File: src/rtl/core/bio_pkg.sv
package bio_pkg;

    localparam int OFF_W = 31;
    localparam int EXT_W = 16;
    localparam int MAX_DIMS_DEFAULT = 4;

    typedef struct packed {
        logic [EXT_W-1:0] rem;
        logic [OFF_W-1:0] quo;
        logic [OFF_W-1:0] acc;
        logic [OFF_W-1:0] stride;
    } bio_beat_t;

    // a zero extent behaves as an extent of one
    function automatic logic [EXT_W-1:0] eff_extent(input logic [EXT_W-1:0] e);
        return (e == '0) ? EXT_W'(1) : e;
    endfunction

endpackage

File: src/rtl/core/bio_acc_cell.sv
module bio_acc_cell (
    input  logic               clk,
    input  logic               rst_n,
    input  logic               en,
    input  logic               valid_in,
    input  bio_pkg::bio_beat_t beat_in,
    input  logic [bio_pkg::EXT_W-1:0] in_ext,
    output logic               valid_out,
    output bio_pkg::bio_beat_t beat_out
);
    import bio_pkg::*;

    logic [OFF_W-1:0] term;
    logic [OFF_W-1:0] stride_prod;
    bio_beat_t        beat_next;
    bio_beat_t        beat_reg;
    logic             valid_reg;

    // remainder is this dimension's index; fold it in with the running stride unless the input extent is one
    always_comb
    begin
        term        = OFF_W'(beat_in.rem) * beat_in.stride;
        stride_prod = OFF_W'(in_ext) * beat_in.stride;
        beat_next   = beat_in;
        beat_next.rem    = '0;
        beat_next.stride = stride_prod;
        if (in_ext != EXT_W'(1))
        begin
            beat_next.acc = beat_in.acc + term;
        end
    end

    always_ff @(posedge clk or negedge rst_n)
    begin
        if (!rst_n)
        begin
            valid_reg <= 1'b0;
        end
        else if (en)
        begin
            valid_reg <= valid_in;
        end
    end

    always_ff @(posedge clk)
    begin
        if (en)
        begin
            beat_reg <= beat_next;
        end
    end

    assign valid_out = valid_reg;
    assign beat_out  = beat_reg;

endmodule

File: config.mk
export PLATFORM = sky130hd
export DESIGN_NAME = bio_acc_cell
export DESIGN_NICKNAME = d
export VERILOG_FILES = /design/src/rtl/core/bio_pkg.sv /design/src/rtl/core/bio_acc_cell.sv
export SDC_FILE = /design/constraint.sdc
export NUM_CORES = 2
export LEC_CHECK = 0
export BUFFER_PORTS_ARGS = -buffer_cell sky130_fd_sc_hd__buf_2
export CAP_MARGIN = 20
export CELL_PAD_IN_SITES_DETAIL_PLACEMENT = 2
export CELL_PAD_IN_SITES_GLOBAL_PLACEMENT = 2
export CORE_AREA = 4 4 280 282
export DETAILED_ROUTE_END_ITERATION = 8
export DIE_AREA = 0 0 284 286
export PLACE_DENSITY_LB_ADDON = 0.3
export SLEW_MARGIN = 40
export SYNTH_ARGS = -nofsm -noshare
export SYNTH_HDL_FRONTEND = slang
export SYNTH_SLANG_ARGS = --single-unit
File: constraint.sdc
create_clock -name clk -period 0.8 [get_ports clk]
set_input_delay 0.04 -clock clk [delete_from_list [all_inputs] [get_ports clk]]
set_output_delay 0.04 -clock clk [all_outputs]
set_load 0.02 [all_outputs]
Word level (Yosys, flattened, before mapping) --
Cells that the tools add are included.
Word-level totals: register bits 94, input port bits 129, logic and storage cells 9
Cells by class: $add $sub $neg 1, $mul 2, equal/unequal tests 1, mux-type cells 1
Operator list (count):
- $mul 16x31->31 | 2
- $add 31x31->31 | 1
- $mux 31 | 1
- $ne 16x1->1 const B | 1

Logic depth before layout (Yosys ltp) --
depth after elaboration 3, gate-level depth with buffers 24, gate-level depth less buffers 23

Least setup slack after synthesis --
OpenSTA, ideal clock, no wires.
path kind input port to flip-flop, from in beat_in[21] (netlist bit), to reg beat_reg, in the netlist beat_out[60] (data pin), library setup time 0.266 ns, arrival 5.666 ns, path slack -5.132 ns, stages 24, cells stage by stage clkbuf_1 -> clkbuf_1 -> nand2_1 -> fa_1 -> inv_1 -> fa_1 -> inv_1 -> fa_1 -> inv_1 -> fa_1 -> fa_1 -> inv_1 -> fa_1 -> inv_1 -> ha_1 -> a21oi_2 -> nor2b_1 -> or4_1 -> o21ai_0 -> a31oi_2 -> a211o_1 -> a21oi_1 -> xor2_1 -> o21ai_1
RTL lines:
- from (decl) | line bio_acc_cell.sv:6 | input bio_pkg::bio_beat_t beat_in,
- to (signal assigned) | line bio_acc_cell.sv:49 | beat_reg <= beat_next;
- to (decl) | line bio_acc_cell.sv:16 | bio_beat_t beat_reg;

==> report_table.html <==
<table>
<tr><th>Metric</th><th>Value</th></tr>
<tr><th colspan="2">Outcome</th></tr>
<tr><td>Status</td><td>complete, but fails checks</td></tr>
<tr><td>Violations in the final reports</td><td>negative setup slack</td></tr>
<tr><th colspan="2">Critical path</th></tr>
<tr><td>Stages on worst setup path</td><td>24</td></tr>
<tr><td>Nature of the critical path endpoint</td><td>flop</td></tr>
<tr><td>Worst reg2reg path startpoint</td><td>valid_out</td></tr>
<tr><td>Critical path endpoint</td><td>beat_out[59]</td></tr>
<tr><td>Setup Crit Path Kind</td><td>primary input to flop</td></tr>
<tr><td>Arrival time worst endpoint</td><td>5.84 ns</td></tr>
<tr><td>Cell count of the worst reg-to-reg path</td><td>1</td></tr>
<tr><td>Highest fanout seen on the critical path</td><td>7</td></tr>
<tr><td>Kind of cell adding the most delay to the critical path</td><td>adder cells</td></tr>
<tr><td>Worst path required time</td><td>0.96 ns</td></tr>
<tr><td>Origin of the worst setup path</td><td>beat_in[9]</td></tr>
<tr><td>Most numerous cell on the critical path</td><td>buf_12</td></tr>
<tr><td>R2r setup slk</td><td>0 ns</td></tr>
<tr><td>Worst R2R End</td><td>valid_out</td></tr>
<tr><td>Critical-path top delay cell</td><td>fa_2</td></tr>
<tr><td>CP cell instances</td><td>buf_12, buf_12, buf_12, and2_4, fa_1, inv_1, fa_1, fa_1, inv_1, fa_2, fa_2, inv_2, fa_2, inv_2, ha_4, a2111o_1, a211oi_2, buf_4, buf_12, o311ai_4, a31o_1, a21oi_2, xor2_1, o21ai_1</td></tr>
<tr><td>Crit-path max cell delay</td><td>0.60 ns</td></tr>
<tr><td>Sort of element at the start of the critical path</td><td>primary input</td></tr>
<tr><td>Worst path bufs/invs</td><td>9</td></tr>
<tr><th colspan="2">Synthesis</th></tr>
<tr><td>Count of unique library cells instantiated by Yosys</td><td>61</td></tr>
<tr><td>Sequential fraction of the synthesis area</td><td>10.71%</td></tr>
<tr><td>Async set-reset flop share out of synthesis</td><td>1.064%</td></tr>
<tr><td>Register bit total from synthesis</td><td>94</td></tr>
<tr><td>Number of synthesized flops with an enable pin</td><td>93</td></tr>
<tr><td>Mapped Avg Cell Area</td><td>9.005 sq um</td></tr>
<tr><td>Post-Synthesis Cell Area</td><td>0.02631 sq mm</td></tr>
<tr><td>Synthesized netlist cell count</td><td>2922</td></tr>
<tr><td>Primary FF master, synth</td><td>edfxtp_1</td></tr>
<tr><td>Count of warnings emitted by yosys</td><td>0</td></tr>
<tr><th colspan="2">Clocking</th></tr>
<tr><td>H-tree lvl count</td><td>3</td></tr>
<tr><td>Number of CTS-inserted buffers</td><td>9</td></tr>
<tr><td>Clk sink count</td><td>94</td></tr>
<tr><td>TritonCTS clock tree</td><td>built</td></tr>
<tr><td>Clock slew at reported path FFs</td><td>0.08 ns</td></tr>
<tr><td>Clock Tree Root</td><td>clkbuf_16</td></tr>
<tr><td>Largest buffer count on any clock path</td><td>2</td></tr>
<tr><td>Clock latency at the later pin of the worst-skew pair</td><td>0.39 ns</td></tr>
<tr><th colspan="2">Detailed routing</th></tr>
<tr><td>Detailed-routing wirelength on met1</td><td>40510 um</td></tr>
<tr><td>Remaining number of nets flagged by the antenna check after routing</td><td>0</td></tr>
<tr><td>Wire length on met3</td><td>3964 um</td></tr>
<tr><td>Router iterations before antenna repair</td><td>5</td></tr>
<tr><td>Number of design rule violations left after detail routing</td><td>0</td></tr>
<tr><td>Mean routed wirelength per cell</td><td>25.09 um</td></tr>
<tr><td>Routed via count divided by cell count</td><td>4.954</td></tr>
<tr><td>Met2 routed wirelength</td><td>62630 um</td></tr>
<tr><td>Starting DRC count in detailed routing</td><td>1061</td></tr>
<tr><td>Total via count after detailed routing</td><td>22.22k</td></tr>
<tr><td>Top layer reached by signal wires</td><td>met5</td></tr>
<tr><td>Routed wire length</td><td>112500 um</td></tr>
<tr><th colspan="2">Global route</th></tr>
<tr><td>Vias in the first global route</td><td>27.87k</td></tr>
<tr><td>Global-route wire length before repair</td><td>162500 um</td></tr>
<tr><td>Number of antenna violations at the first check in global routing</td><td>5</td></tr>
<tr><td>Total routing usage reported by global routing</td><td>26.31%</td></tr>
<tr><td>Residual overflow from global routing</td><td>0</td></tr>
<tr><td>Maximum number of pins on one net before global-route repair</td><td>23</td></tr>
<tr><th colspan="2">Timing</th></tr>
<tr><td>Min setup slack post-route</td><td>-4.877 ns</td></tr>
<tr><td>Final number of setup-violating endpoints</td><td>156</td></tr>
<tr><td>Final number of hold-violating endpoints</td><td>0</td></tr>
<tr><td>Unrepaired setup endpoints after global routing</td><td>yes</td></tr>
<tr><td>Pins Over Slew Limit</td><td>0</td></tr>
<tr><td>Final setup skew</td><td>0 ns</td></tr>
<tr><td>FMAX</td><td>176.2 MHz</td></tr>
<tr><td>Worst Hold Margin</td><td>0.01538 ns</td></tr>
<tr><td>Post-route minimum period</td><td>5.677 ns</td></tr>
<tr><td>Share of the cycle needed by the critical path after routing</td><td>709.6%</td></tr>
<tr><th colspan="2">Flow run</th></tr>
<tr><td>Max capacitance violation total</td><td>0</td></tr>
<tr><th colspan="2">Cells and area</th></tr>
<tr><td>Fraction of layout cells with a size suffix above 1</td><td>31.16%</td></tr>
<tr><td>Most used cells in the layout excluding fill and tap cells</td><td>inv_1 (699), fa_1 (567), nand2_1 (506), buf_4 (355), and2_1 (207)</td></tr>
<tr><td>Number of nets in the final layout</td><td>4369</td></tr>
<tr><td>Leading cell type in the layout, fill and taps excluded</td><td>inv_1</td></tr>
<tr><td>Area Growth Syn to Fin</td><td>36.59%</td></tr>
<tr><th colspan="2">Die</th></tr>
<tr><td>Full die area</td><td>0.08122 sq mm</td></tr>
<tr><td>Die outline height</td><td>286 um</td></tr>
<tr><td>Area of the core</td><td>0.07570 sq mm</td></tr>
<tr><td>Cell Rows</td><td>101</td></tr>
<tr><td>Width of the chip</td><td>284 um</td></tr>
<tr><td>Initial cell density of the core</td><td>34.76%</td></tr>
<tr><td>I/O pin count</td><td>239</td></tr>
<tr><th colspan="2">Place</th></tr>
<tr><td>Buffers on Ports</td><td>222</td></tr>
<tr><td>HPWL after DPL</td><td>79320 um</td></tr>
<tr><td>Routability-driven placement congestion ratio</td><td>0.8824</td></tr>
<tr><th colspan="2">Min path</th></tr>
<tr><td>Worst Hold Class</td><td>primary input to flop</td></tr>
</table>
## through the flow
| step | cells | area (sq um) | worst slack (ns) | setup TNS, ns | utilization [%] |
|---|---|---|---|---|---|
| floorplan | 2937 | 28150 | -4.639 | -208.87 | - |
| global placement | 4354 | 32120 | -5.221 | -250.78 | 42.43 |
| detailed placement | 4354 | 32120 | -5.445 | -260.03 | 42.43 |
| CTS | 4467 | 34920 | -4.708 | -233.16 | 46.13 |
| global route | 4485 | 35940 | -5.026 | -249.81 | 47.48 |
| finish | 4486 | 35940 | -4.877 | -240.74 | 47.48 |
## logic make-up (layout without fill, tap and decap cells)
logic type	count (synthesis)	after routing	synth area share, %
DFF	94	94	10.71
xor gates and xnor gates	103	103	3.428
AOI/OAI and AO/OA	166	166	4.199
muxes	1	1	0.04279
and+or+nand+nor	886	886	15.53
other	1	19	0.01425
buffers and inverters	931	1499	13.52
adders and majority gates	740	740	52.56
## how the worst min path moves through the flow
stage	startpoint	endpoint	cells after the start	slack, ns
floorplan	rst_n	valid_out	0	-0.26
global placement	rst_n	valid_out	1	-0.19
detailed placement	rst_n	valid_out	1	-0.18
CTS	en	beat_out[72]	2	0.002
global route	en	beat_out[64]	2	0.02
finish	beat_in[51]	beat_out[51]	3	0.02
## worst min-delay path: stages
cell and delay [ns]:
buf_2 0.10, nor2_1 0.06, a21oi_2 0.09
## cell type report
class	instances	area, sq um
fillers	7887	39760
multi-input cells	1912	22080
clock inverters	6	67.56
repair buffers	717	6643
flip-flops and latches	94	2819
inverters	766	2875
diodes	3	7.507
well taps	978	1224
clock buffers	10	229.0
## registers in the layout, summed over array words and instances, names as in the netlist
register,flops
beat_out,93
valid_out,1
## Yosys cell counts, drive strengths merged (9+ instances only)
master / count / share of area, %
nor3: 10 / 0.23
nand2: 549 / 7.8
a21o: 14 / 0.40
and2: 253 / 6.0
ha: 131 / 6.2
o21ai: 45 / 0.91
nor2: 35 / 0.51
fa: 609 / 46
edfxtp: 93 / 11
xor2: 28 / 0.93
clkbuf: 147 / 2.1
o21a: 9 / 0.26
xnor2: 75 / 2.5
a21oi: 56 / 1.2
inv: 766 / 11
a211oi: 12 / 0.42
nand3: 12 / 0.23
buf: 18 / 0.49
## repair_timing
| item | CTS | global route |
|---|---|---|
| gates resized for setup | 405 | 230 |
| endpoints found under the setup margin | 155 | 155 |
| pin swaps | 117 | 127 |
| hold endpoints to repair | 45 | 0 |
| setup buffers | 49 | 30 |
| hold buffers | 46 | 0 |
| cloned | 7 | 1 |
## metal layers
layer	up-vias	GRT usage, %
li1	9500	-
met2	597	51.27
met1	11855	28.13
met4	2	11.01
met3	270	4.032
met5	-	0
Power is left out: the tool's default activity adds up to more than one toggle a clock period on the data nets, which glitch-free logic cannot reach.
